[src/rtl/cpbc_pkg.sv]
// Types and codes of the pileup base counter.
`default_nettype none
package cpbc_pkg;

  localparam int CntW     = 32;
  localparam int NumCnt   = 8;
  localparam int TargetW  = 31;
  localparam int CursorW  = 32;
  localparam int LenW     = 28;
  localparam int WordW    = 64;

  localparam logic [1:0] CMD_START  = 2'd0;
  localparam logic [1:0] CMD_LOAD   = 2'd1;
  localparam logic [1:0] CMD_CIGAR  = 2'd2;
  localparam logic [1:0] CMD_REPORT = 2'd3;

  localparam logic [3:0] OP_M   = 4'd0;
  localparam logic [3:0] OP_I   = 4'd1;
  localparam logic [3:0] OP_D   = 4'd2;
  localparam logic [3:0] OP_N   = 4'd3;
  localparam logic [3:0] OP_S   = 4'd4;
  localparam logic [3:0] OP_EQ  = 4'd7;
  localparam logic [3:0] OP_X   = 4'd8;

  localparam logic [1:0] CFG_TARGET  = 2'd0;
  localparam logic [1:0] CFG_MIN_MQ  = 2'd1;
  localparam logic [1:0] CFG_REJ_MSK = 2'd2;

  localparam int CNT_A    = 0;
  localparam int CNT_C    = 1;
  localparam int CNT_G    = 2;
  localparam int CNT_T    = 3;
  localparam int CNT_INS  = 4;
  localparam int CNT_DEL  = 5;
  localparam int CNT_COV  = 6;
  localparam int CNT_SEEN = 7;

  localparam logic [3:0] BASE_A = 4'd1;
  localparam logic [3:0] BASE_C = 4'd2;
  localparam logic [3:0] BASE_G = 4'd4;
  localparam logic [3:0] BASE_T = 4'd8;

  typedef logic [NumCnt-1:0][CntW-1:0] cnt_vec_t;

  typedef struct packed {
    logic       valid;
    logic       report;
    logic       seen;
    logic       cov;
    logic       ins;
    logic       del;
    logic       base_chk;
    logic [3:0] nib_pos;
  } event_t;

endpackage
`default_nettype wire

[src/rtl/cpbc_seq_store.sv]
// Read sequence word memory with registered read.
`default_nettype none
module cpbc_seq_store #(
  parameter int Slots = 16,
  parameter int AddrW = 4
) (
  input  wire logic                      clk,
  input  wire logic                      we,
  input  wire logic [AddrW-1:0]          waddr,
  input  wire logic [cpbc_pkg::WordW-1:0] wdata,
  input  wire logic                      re,
  input  wire logic [AddrW-1:0]          raddr,
  output      logic [cpbc_pkg::WordW-1:0] rdata
);
  import cpbc_pkg::*;

  logic [WordW-1:0] mem [Slots];
  logic [WordW-1:0] rdata_r;

  always_ff @(posedge clk) begin
    if (we) begin
      mem[waddr] <= wdata;
    end
  end

  always_ff @(posedge clk) begin
    if (re) begin
      rdata_r <= mem[raddr];
    end
  end

  assign rdata = rdata_r;

endmodule
`default_nettype wire

[src/rtl/cpbc_walker.sv]
// Configuration, read cursors and cigar walk; issues store accesses and count events.
`default_nettype none
module cpbc_walker #(
  parameter int Slots     = 16,
  parameter int AddrW     = 4,
  parameter int BaseLimit = 256
) (
  input  wire logic                         clk,
  input  wire logic                         rst_n,
  input  wire logic                         cfg_we,
  input  wire logic [1:0]                   cfg_index,
  input  wire logic [31:0]                  cfg_data,
  input  wire logic                         accept,
  input  wire logic                         adv,
  input  wire logic [1:0]                   command,
  input  wire logic [cpbc_pkg::TargetW-1:0] align_start,
  input  wire logic [7:0]                   map_quality,
  input  wire logic [15:0]                  read_flags,
  input  wire logic [3:0]                   word_index,
  input  wire logic [3:0]                   op_code,
  input  wire logic [cpbc_pkg::LenW-1:0]    op_length,
  output      logic                         st_we,
  output      logic [AddrW-1:0]             st_waddr,
  output      logic                         st_re,
  output      logic [AddrW-1:0]             st_raddr,
  output      cpbc_pkg::event_t             ev
);
  import cpbc_pkg::*;

  logic [TargetW-1:0] target_r;
  logic [7:0]         min_mq_r;
  logic [15:0]        rej_mask_r;
  logic [CursorW-1:0] ref_cur_r, ref_cur_nxt;
  logic [CursorW-1:0] read_cur_r, read_cur_nxt;
  logic               skip_r, skip_nxt;
  event_t             ev_r, ev_nxt;

  logic [CursorW:0]   ref_sum, read_sum, pos;
  logic [CursorW-1:0] ref_sat, read_sat, diff;
  logic               covers, base_ok, at_target, is_cigar;

  always_comb begin
    ref_sum   = {1'b0, ref_cur_r} + {{(CursorW-LenW+1){1'b0}}, op_length};
    read_sum  = {1'b0, read_cur_r} + {{(CursorW-LenW+1){1'b0}}, op_length};
    ref_sat   = ref_sum[CursorW] ? '1 : ref_sum[CursorW-1:0];
    read_sat  = read_sum[CursorW] ? '1 : read_sum[CursorW-1:0];
    covers    = ({1'b0, ref_cur_r} <= {2'b0, target_r}) && ({2'b0, target_r} < ref_sum);
    at_target = (ref_cur_r == {1'b0, target_r});
    diff      = {1'b0, target_r} - ref_cur_r;
    pos       = {1'b0, read_cur_r} + {1'b0, diff};
    base_ok   = (pos < (CursorW+1)'(BaseLimit));
    is_cigar  = accept && (command == CMD_CIGAR) && !skip_r;
  end

  always_comb begin
    ref_cur_nxt  = ref_cur_r;
    read_cur_nxt = read_cur_r;
    skip_nxt     = skip_r;
    ev_nxt       = '0;
    st_re        = 1'b0;
    st_raddr     = pos[4 +: AddrW];
    st_we        = accept && (command == CMD_LOAD) && ({1'b0, word_index} < 5'(Slots));
    st_waddr     = word_index[AddrW-1:0];
    ev_nxt.valid   = accept;
    ev_nxt.nib_pos = pos[3:0];
    if (accept) begin
      unique case (command)
        CMD_START: begin
          ev_nxt.seen  = 1'b1;
          ref_cur_nxt  = {1'b0, align_start};
          read_cur_nxt = '0;
          skip_nxt     = (map_quality < min_mq_r) || ((read_flags & rej_mask_r) != '0);
        end
        CMD_REPORT: ev_nxt.report = 1'b1;
        default: ;
      endcase
    end
    if (is_cigar) begin
      unique case (op_code)
        OP_M, OP_EQ, OP_X: begin
          ev_nxt.cov      = covers;
          ev_nxt.base_chk = covers && base_ok;
          st_re           = covers && base_ok;
          ref_cur_nxt     = ref_sat;
          read_cur_nxt    = read_sat;
        end
        OP_I: begin
          ev_nxt.ins   = at_target;
          read_cur_nxt = read_sat;
        end
        OP_D: begin
          ev_nxt.del  = covers;
          ref_cur_nxt = ref_sat;
        end
        OP_N: ref_cur_nxt  = ref_sat;
        OP_S: read_cur_nxt = read_sat;
        default: ;
      endcase
    end
  end

  always_ff @(posedge clk) begin
    if (!rst_n) begin
      target_r   <= '0;
      min_mq_r   <= '0;
      rej_mask_r <= '0;
      ref_cur_r  <= '0;
      read_cur_r <= '0;
      skip_r     <= 1'b1;
      ev_r       <= '0;
    end else begin
      if (cfg_we) begin
        priority case (cfg_index)
          CFG_TARGET:  target_r   <= cfg_data[TargetW-1:0];
          CFG_MIN_MQ:  min_mq_r   <= cfg_data[7:0];
          CFG_REJ_MSK: rej_mask_r <= cfg_data[15:0];
          default: ;
        endcase
      end
      ref_cur_r  <= ref_cur_nxt;
      read_cur_r <= read_cur_nxt;
      skip_r     <= skip_nxt;
      if (adv) begin
        ev_r <= ev_nxt;
      end
    end
  end

  assign ev = ev_r;

endmodule
`default_nettype wire

[src/rtl/cpbc_counters.sv]
// Saturating counter bank and registered report output.
`default_nettype none
module cpbc_counters (
  input  wire logic                         clk,
  input  wire logic                         rst_n,
  input  wire cpbc_pkg::event_t             ev,
  input  wire logic [cpbc_pkg::WordW-1:0]   rd_word,
  output      logic                         ev_done,
  output      logic                         out_valid,
  input  wire logic                         out_ready,
  output      cpbc_pkg::cnt_vec_t           out_counts
);
  import cpbc_pkg::*;

  cnt_vec_t          cnt_r, cnt_nxt;
  cnt_vec_t          out_r;
  logic              out_valid_r;
  logic              fire;
  logic [3:0]        base;
  logic [NumCnt-1:0] inc;

  always_comb begin
    ev_done = !ev.report || !out_valid_r || out_ready;
    fire    = ev.valid && ev_done;
    base    = rd_word[{~ev.nib_pos, 2'b00} +: 4];
    inc     = '0;
    inc[CNT_A]    = ev.base_chk && (base == BASE_A);
    inc[CNT_C]    = ev.base_chk && (base == BASE_C);
    inc[CNT_G]    = ev.base_chk && (base == BASE_G);
    inc[CNT_T]    = ev.base_chk && (base == BASE_T);
    inc[CNT_INS]  = ev.ins;
    inc[CNT_DEL]  = ev.del;
    inc[CNT_COV]  = ev.cov;
    inc[CNT_SEEN] = ev.seen;
    for (int i = 0; i < NumCnt; i++) begin
      if (fire && ev.report) begin
        cnt_nxt[i] = '0;
      end else if (fire && inc[i] && (cnt_r[i] != '1)) begin
        cnt_nxt[i] = cnt_r[i] + CntW'(1);
      end else begin
        cnt_nxt[i] = cnt_r[i];
      end
    end
  end

  always_ff @(posedge clk) begin
    if (!rst_n) begin
      cnt_r       <= '0;
      out_valid_r <= 1'b0;
    end else begin
      cnt_r <= cnt_nxt;
      if (fire && ev.report) begin
        out_valid_r <= 1'b1;
      end else if (out_ready) begin
        out_valid_r <= 1'b0;
      end
    end
  end

  always_ff @(posedge clk) begin
    if (fire && ev.report) begin
      out_r <= cnt_r;
    end
  end

  assign out_valid  = out_valid_r;
  assign out_counts = out_r;

endmodule
`default_nettype wire

[src/rtl/cigar_pileup_base_counter.sv]
// Top level of the pileup base counter at one reference position.
//
//  channel | direction | handshake           | payload
//  in_     | slave     | in_tvalid/in_tready | in_tdata (fields), in_tuser (command)
//  out_    | master    | out_tvalid/tready   | out_tdata (eight 32-bit counters)
//  cfg_    | slave     | cfg_valid/cfg_ready | cfg_index, cfg_data
//
// One item per cycle while in_tready is high; each item passes one cursor stage and one count stage.
// A report item is registered as an event in the walker, then its result is registered in the counter bank.
// A cigar match over the target reads the sequence store at accept; the word arrives in the next cycle, with its event.
// in_tready drops only while a report waits behind an unaccepted result.
// Reset is synchronous; no clearing pass, the sequence store is not cleared.
`default_nettype none
module cigar_pileup_base_counter #(
  parameter int MAX_READ_BASES = 256
) (
  input  wire logic         clk,
  input  wire logic         rst_n,
  input  wire logic         in_tvalid,
  output      logic         in_tready,
  // [30:0] align_start, [38:31] map_quality, [54:39] read_flags, [58:55] word_index,
  // [122:59] base_word, [126:123] op_code, [154:127] op_length, [159:155] zero
  input  wire logic [159:0] in_tdata,
  // [1:0] command
  input  wire logic [1:0]   in_tuser,
  output      logic         out_tvalid,
  input  wire logic         out_tready,
  // [31:0] count_a, [63:32] count_c, [95:64] count_g, [127:96] count_t,
  // [159:128] count_ins, [191:160] count_del, [223:192] covered_reads,
  // [255:224] reads_seen
  output      logic [255:0] out_tdata,
  input  wire logic         cfg_valid,
  output      logic         cfg_ready,
  input  wire logic [1:0]   cfg_index,
  input  wire logic [31:0]  cfg_data
);
  import cpbc_pkg::*;

  localparam int StoreWords = (MAX_READ_BASES + 15) / 16;
  localparam int Slots      = (StoreWords < 16) ? StoreWords : 16;
  localparam int AddrW      = (Slots > 1) ? $clog2(Slots) : 1;
  localparam int BaseLimit  = (MAX_READ_BASES < 256) ? MAX_READ_BASES : 256;

  logic             accept, adv, ev_done;
  logic             st_we, st_re;
  logic [AddrW-1:0] st_waddr, st_raddr;
  logic [WordW-1:0] rd_word;
  event_t           ev;
  cnt_vec_t         counts;

  assign adv       = !ev.valid || ev_done;
  assign in_tready = adv;
  assign accept    = in_tvalid && in_tready;
  assign cfg_ready = 1'b1;

  cpbc_walker #(
    .Slots    (Slots),
    .AddrW    (AddrW),
    .BaseLimit(BaseLimit)
  ) u_walker (
    .clk        (clk),
    .rst_n      (rst_n),
    .cfg_we     (cfg_valid && cfg_ready),
    .cfg_index  (cfg_index),
    .cfg_data   (cfg_data),
    .accept     (accept),
    .adv        (adv),
    .command    (in_tuser),
    .align_start(in_tdata[30:0]),
    .map_quality(in_tdata[38:31]),
    .read_flags (in_tdata[54:39]),
    .word_index (in_tdata[58:55]),
    .op_code    (in_tdata[126:123]),
    .op_length  (in_tdata[154:127]),
    .st_we      (st_we),
    .st_waddr   (st_waddr),
    .st_re      (st_re),
    .st_raddr   (st_raddr),
    .ev         (ev)
  );

  cpbc_seq_store #(
    .Slots(Slots),
    .AddrW(AddrW)
  ) u_store (
    .clk  (clk),
    .we   (st_we),
    .waddr(st_waddr),
    .wdata(in_tdata[122:59]),
    .re   (st_re),
    .raddr(st_raddr),
    .rdata(rd_word)
  );

  cpbc_counters u_counters (
    .clk       (clk),
    .rst_n     (rst_n),
    .ev        (ev),
    .rd_word   (rd_word),
    .ev_done   (ev_done),
    .out_valid (out_tvalid),
    .out_ready (out_tready),
    .out_counts(counts)
  );

  assign out_tdata = counts;

endmodule
`default_nettype wire

[config.mk]
export PLATFORM = sky130hd
export DESIGN_NAME = cigar_pileup_base_counter
export DESIGN_NICKNAME = d
export VERILOG_FILES = /design/src/rtl/cpbc_pkg.sv /design/src/rtl/cpbc_seq_store.sv /design/src/rtl/cpbc_walker.sv /design/src/rtl/cpbc_counters.sv /design/src/rtl/cigar_pileup_base_counter.sv
export SDC_FILE = /design/constraint.sdc
export NUM_CORES = 2
export LEC_CHECK = 0
export ABC_AREA = 1
export BUFFER_PORTS_ARGS = -buffer_cell sky130_fd_sc_hd__buf_2
export CAP_MARGIN = 20
export CELL_PAD_IN_SITES_DETAIL_PLACEMENT = 0
export CELL_PAD_IN_SITES_GLOBAL_PLACEMENT = 1
export CORE_MARGIN = 5
export CORE_UTILIZATION = 44
export DETAILED_ROUTE_END_ITERATION = 10
export PLACE_DENSITY = 0.81
export SLEW_MARGIN = 40
export SYNTH_ARGS = -nofsm -noshare
export SYNTH_HDL_FRONTEND = slang
export SYNTH_SLANG_ARGS = --single-unit
[constraint.sdc]
create_clock -name clk -period 6.6 [get_ports clk]
set_input_delay 0 -clock clk [delete_from_list [all_inputs] [get_ports clk]]
set_output_delay 0 -clock clk [all_outputs]
set_load 0.01 [all_outputs]
# Word-level counts from Yosys, hierarchy flattened
# Memories as Yosys holds them, arrays and structs flattened. A register that Yosys moved wholly into a read port is not among the register bits.
# Cells that the tools add are included.
# totals
register_bits,644
latchBits,0
ramBits,1024
rom_bits,0
word_cells,148
memories,1
# classes
addsub,12
multipliers,0
n_div,0
order_cmp,4
eq_ne,24
shift,1
mux,23
bitwise,3
reduce_logical,49
# mem_list
memory,words,width,read_ports,rd_ports_with_merged_regs,wr,line_no,text
u_store.mem,16,64,1,1,1,cpbc_seq_store.sv:17,logic [WordW-1:0] mem [Slots];
# ops
op,count
$mux 32,10
$add 32x1->32 const B,8
$ne 32x32->1 const B,8
$add 32x28->33,2
$shiftx 64x7->4,1
$add 32x32->33,1
$lt 31x33->1,1
$lt 33x9->1 const B,1
$eq 32x31->1,1
$le 32x31->1,1
$sub 31x32->32,1
$logic_and 1x1->1,28
$and 16x16->16,1
$reduce_bool 16->1,1
$eq 4x2->1 const B,3
$eq 4x3->1 const B,3
$mux 1,11
$reduce_or 5->1,2
$eq 4x1->1 const B,2
$eq 4x4->1 const B,2
$lt 8x8->1,1
$reduce_and 2->1,4
$eq 2x2->1 const B,3
$eq 2x1->1 const B,2
11 further kinds,18

# Longest topological paths before layout
# logic_depth
word_depth,8
depth_mapped,30
depth_no_buf,30

# Hierarchy
# Synthesis repeated with hierarchy kept, for this count alone.
# unflattened
cells_unflattened,9422
hier_area_um2,83825.4
# modules_own_cells
mod,n_inst,cells_per_inst,area_each_um2
cpbc_seq_store,1,4212,45876.5
cpbc_counters,1,3026,24263.3
cpbc_walker,1,2178,13654.3
cigar_pileup_base_counter,1,6,31.3

# Worst setup path before layout
# No wires, ideal clock.
# synth_path
path_type,reg-to-reg
from,reg u_walker.target_r[0]
to,"reg u_store.rdata_r[0], in the netlist u_store.rdata[0] (read register of u_store.mem) (enable)"
arrival_time_ps,6315
required_time_ps,6112
slack_ps,-203
path_stages_with_launch,26
path_buffers,0
path_cell_list,dfxtp_1 inv_1 ha_1 fa_1 o21ai_0 a21oi_1 o21bai_1 a21oi_1 o21bai_1 a21oi_1 o211ai_1 nand2_1 ha_1 a21oi_1 nand2_1 a21oi_1 nor2_1 nor2_1 nand2_1 nand2_1 nand2_1 nor2_1 nand2_1 nor2_1 nand3_1 nor2_1
# synth_between
elab_chain_len,6
word_cells_on_any_way,9
cone_classes,add/sub (2); order compare (3); mux (2); reduce/logical (2)
# synth_lines
item,line_no,text
start: declaration,cpbc_walker.sv:30,logic [TargetW-1:0] target_r;
start signal: assignment,cpbc_walker.sv:114,CFG_TARGET: target_r <= cfg_data[TargetW-1:0];
$sub 31x32->32,cpbc_walker.sv:49,"diff = {1'b0, target_r} - ref_cur_r;"
$add 32x32->33,cpbc_walker.sv:50,"pos = {1'b0, read_cur_r} + {1'b0, diff};"
$lt 33x9->1,cpbc_walker.sv:51,base_ok = (pos < (CursorW+1)'(BaseLimit));
$logic_and 1x1->1 *,cpbc_walker.sv:83,st_re = covers && base_ok;
$mux 1 *,cpbc_walker.sv:79,unique case (op_code)
$mux 1 *,cpbc_walker.sv:78,if (is_cigar) begin
via st_re,cigar_pileup_base_counter.sv:45,"logic st_we, st_re;"
end: declaration,cpbc_seq_store.sv:18,logic [WordW-1:0] rdata_r;
# Mark *: on every way through the listed nets, which the timed path passes. The rest lies on a longest branch.
# A chain may end at the register's enable or synchronous reset.

# Final worst setup path
# layout_path
from,reg u_walker.target_r[0]
to,"reg u_store.rdata_r[57], in the netlist u_store.rdata[57] (read register of u_store.mem) (enable)"
# The elaborated chain is that of the path after synthesis.

==> metrics.cfg <==
[run_status]
run_status = completed

[routing]
firstDrtPassIters = 6
route.vias.total = 58400
detail_route.drc_violations = 0
drt-initial-drc-count = 4581
drt-wirelength-per-cell_um = 19.9
detail_route.wirelength_mm = 219
vias_per_cell = 5.30
drtAntennaViolNets = 0

[synth]
syn-cell-area_mm2 = 0.0800
ys_seq_area_share_pct = 60.1
synth_seq_cells = 1732
netlist_instances = 7774
post_synth_main_area_contributors = sky130_fd_sc_hd__edfxtp_1, sky130_fd_sc_hd__dfxtp_1, sky130_fd_sc_hd__nand2_1, sky130_fd_sc_hd__inv_1, sky130_fd_sc_hd__o211ai_1
postSynth.topFlopCell = sky130_fd_sc_hd__edfxtp_1
postSynthAreaPerCell_um2 = 10.3
synth_top_area_cell = sky130_fd_sc_hd__edfxtp_1
syn_nets = 8146
number_of_synthesized_flops_with_an_enable_pin = 1344
ys_types = 61
synth-warning-count = 0
synth_top_cell_area_share_pct = 50.4
postSynth.asyncResetShare_pct = 0

[floorplan]
design.portCount = 460
area_of_the_die_mm2 = 0.190
placement_rows = 156
die_width_um = 436
floorplan.initialDensity_pct = 44.3
floorplan.die.height_um = 436
core-area_mm2 = 0.181

[final_layout]
post_route_cells_drive_above_1_share_pct = 12.0
final_nets = 8861
leading_cell_type_in_the_layout_fill_and_taps_excluded = sky130_fd_sc_hd__nand2_1
fin_cells = 11000
layout_common_cells = sky130_fd_sc_hd__nand2_1, sky130_fd_sc_hd__edfxtp_1, sky130_fd_sc_hd__inv_1, sky130_fd_sc_hd__nor2_1, sky130_fd_sc_hd__a21oi_1
area.growth.synth_to_final_pct = 17.3
final.fill_count = 16000

[critical_path]
startpoint_type = flop
worst-endpoint-required_ns = 7.09
criticalPathCategory = flop to flop
critPathMaxFanout = 22
end_kind = flop
worstPathArrival_ns = 6.22

[clock_network]
cts_tree = yes
cts-buffers-inserted = 179
tritoncts_num_sinks = 1732
clkLatencyLatePin_ns = 0.84
path_clk_slew_ns = 0.06
clock_tree.root_cell = sky130_fd_sc_hd__clkbuf_16
buffers_from_clock_root_to_sink_at_most = 3
cts.repair_timing.setup_buffer_count = 0
clock_tree.htree_level_count = 4

[timing]
final_critical_path_share_of_the_clock_period_pct = 86.8
period_needed_ns = 5.73
timing.fmax_mhz = 175
timing_max_transition_violations_final = 0
slew_headroom_pct = 47.4
setup_total_negative_slack_ns = 0
clock_skew_ns = 0.0658
rsz0062_at_grt = no
report.final.hold_viol_count = 0
finalSetupViolations = 0
max_slew.worst_pin.slew_ns = 0.788

[global_routing]
first_global_vias = 56600
grt_max_degree = 117
global_route.overflow_total = 0
grt_pass1_wl_mm = 335
antenna_found_initial = 21
globalRouteTotalUtil_pct = 22.4

[worst_hold_path]
hold_class = input pin to flop

[job]
drv_cap = 0

[placement]
port_buffers = 452
place_hpwl_mm = 143
globalplace.congestion = 0.920
place.detailed.instances = 10400

[pwr]
p_leak_nw = 36.0
vdd.ir_drop.worst_mv = 0.236
fin_total_pwr_mw = 26.6
cellPowerDensity_mw_per_mm2 = 283

flip-flops by register name, summed over array words and instances, names as in the netlist:
signal,cells
u_counters.cnt_r,256
u_counters.out_counts,256
u_counters.out_valid,1
u_store.mem,1024
u_store.rdata,64
u_walker.ev,11
u_walker.min_mq_r,8
u_walker.read_cur_r,32
u_walker.ref_cur_r,32
u_walker.rej_mask_r,16
u_walker.skip_r,1
u_walker.target_r,31
worst max-delay path: stages (launching register included):
cell and delay [ns]:
sky130_fd_sc_hd__dfxtp_1 0.31, sky130_fd_sc_hd__inv_1 0.06, sky130_fd_sc_hd__ha_1 0.21, sky130_fd_sc_hd__fa_1 0.41
sky130_fd_sc_hd__o21ai_0 0.35, sky130_fd_sc_hd__a21oi_1 0.20, sky130_fd_sc_hd__o21bai_1 0.37, sky130_fd_sc_hd__a21oi_1 0.17
sky130_fd_sc_hd__o21bai_1 0.26, sky130_fd_sc_hd__a21oi_1 0.16, sky130_fd_sc_hd__o211ai_1 0.19, sky130_fd_sc_hd__nand2_1 0.10
sky130_fd_sc_hd__ha_1 0.35, sky130_fd_sc_hd__a21oi_1 0.27, sky130_fd_sc_hd__nand2_1 0.12, sky130_fd_sc_hd__a21oi_1 0.28
sky130_fd_sc_hd__nor2_1 0.07, sky130_fd_sc_hd__nor2_1 0.13, sky130_fd_sc_hd__nand2_1 0.06, sky130_fd_sc_hd__nand2_1 0.05
sky130_fd_sc_hd__nand2_1 0.05, sky130_fd_sc_hd__nor2_1 0.08, sky130_fd_sc_hd__nand2_1 0.06, sky130_fd_sc_hd__nor2_1 0.19
sky130_fd_sc_hd__nand3_1 0.16, sky130_fd_sc_hd__nor2_4 0.31, sky130_fd_sc_hd__buf_4 0.37
area by class of cell:
class	count	area, um2	area share, %
flip-flops and latches	1732	48100	51.3
repair buffers	822	6190	6.59
inverters	948	3570	3.81
diodes	12	30.0	0.0320
multi-input cells	4806	27100	28.9
clock inverters	106	1090	1.16
well taps	2370	2970	3.16
clock buffers	228	4770	5.09
cell usage after synthesis, drive strengths merged (2+ instances only):
cell type / count
buf: 177
xnor2: 55
a221oi: 26
fa: 4
o21bai: 19
mux2i: 146
mux2: 170
nor4: 68
a22o: 4
a22oi: 2
a21o: 14
nand3: 164
xor2: 172
clkinv: 13
a21oi: 533
a31oi: 16
nand2: 1552
a211oi: 6
inv: 935
and2: 3
o21ai: 439
clkbuf: 111
and3: 6
a21boi: 7
o31ai: 2
o211ai: 368
dfxtp: 388
o21a: 19
nor2: 571
nand4: 69
edfxtp: 1344
ha: 167
nor3b: 6
nand3b: 4
nor3: 181
nor4b: 3
per-stage QoR:
step | setup WS [ns] | cell area (um2) | util [%] | hold slack [ns]
2_1_floorplan | 0.208 | 80000 | - | 0.0989
3_3_place_gp | 0.938 | 85100 | 47.1 | 0.224
3_5_place_dp | 0.981 | 85200 | 47.1 | 0.233
4_1_cts | 0.939 | 93800 | 51.9 | 0.000992
5_1_grt | 0.371 | 93900 | 51.9 | 0.0560
6_report | 0.871 | 93900 | 51.9 | 0.0850
kinds of logic after synthesis:
| group | Yosys count | share of synthesized area [%] |
|---|---|---|
| compound gates | 1460 | 10.7 |
| xor+xnor | 227 | 2.51 |
| fa+ha+maj | 171 | 2.71 |
| buf+inv | 1236 | 6.23 |
| flops | 1732 | 60.1 |
| mux | 316 | 4.22 |
| other cells | 1 | 0.00469 |
| simple gates | 2631 | 13.5 |
timing repair:
action                    4_1_cts  5_1_grt
hold endpoints to repair     1402        0
gates resized for setup         0        0
hold buffers                  276        0
metal layers:
layer,track usage [%],routed length (um),up-vias
li1,-,-,28400
met1,28.4,91000,28000
met3,3.40,11500,421
met2,38.7,108000,1635
met4,8.94,9130,12
met5,0,76,-
worst paths after layout:
path	start	to	cells past startpoint	slack [ns]
min reg2reg	u_counters.cnt_r[90]	u_counters.out_counts[90]	0	0.44
max	u_walker.target_r[0]	u_store.rdata[57]	26	0.87
min	in_tdata[102]	u_store.mem[9][43]	2	0.08
max reg2reg	u_walker.target_r[0]	u_store.rdata[57]	26	0.87
where the power goes:
| part | total [mW] | switching, mW | leakage, nW | internal, mW |
|---|---|---|---|---|
| clock network | 10.0 | 4.34 | 2.85 | 5.67 |
| logic | 4.67 | 2.94 | 17.5 | 1.72 |
| registers | 11.9 | 0.0445 | 15.7 | 11.9 |
(Power assumes the default switching activity.)
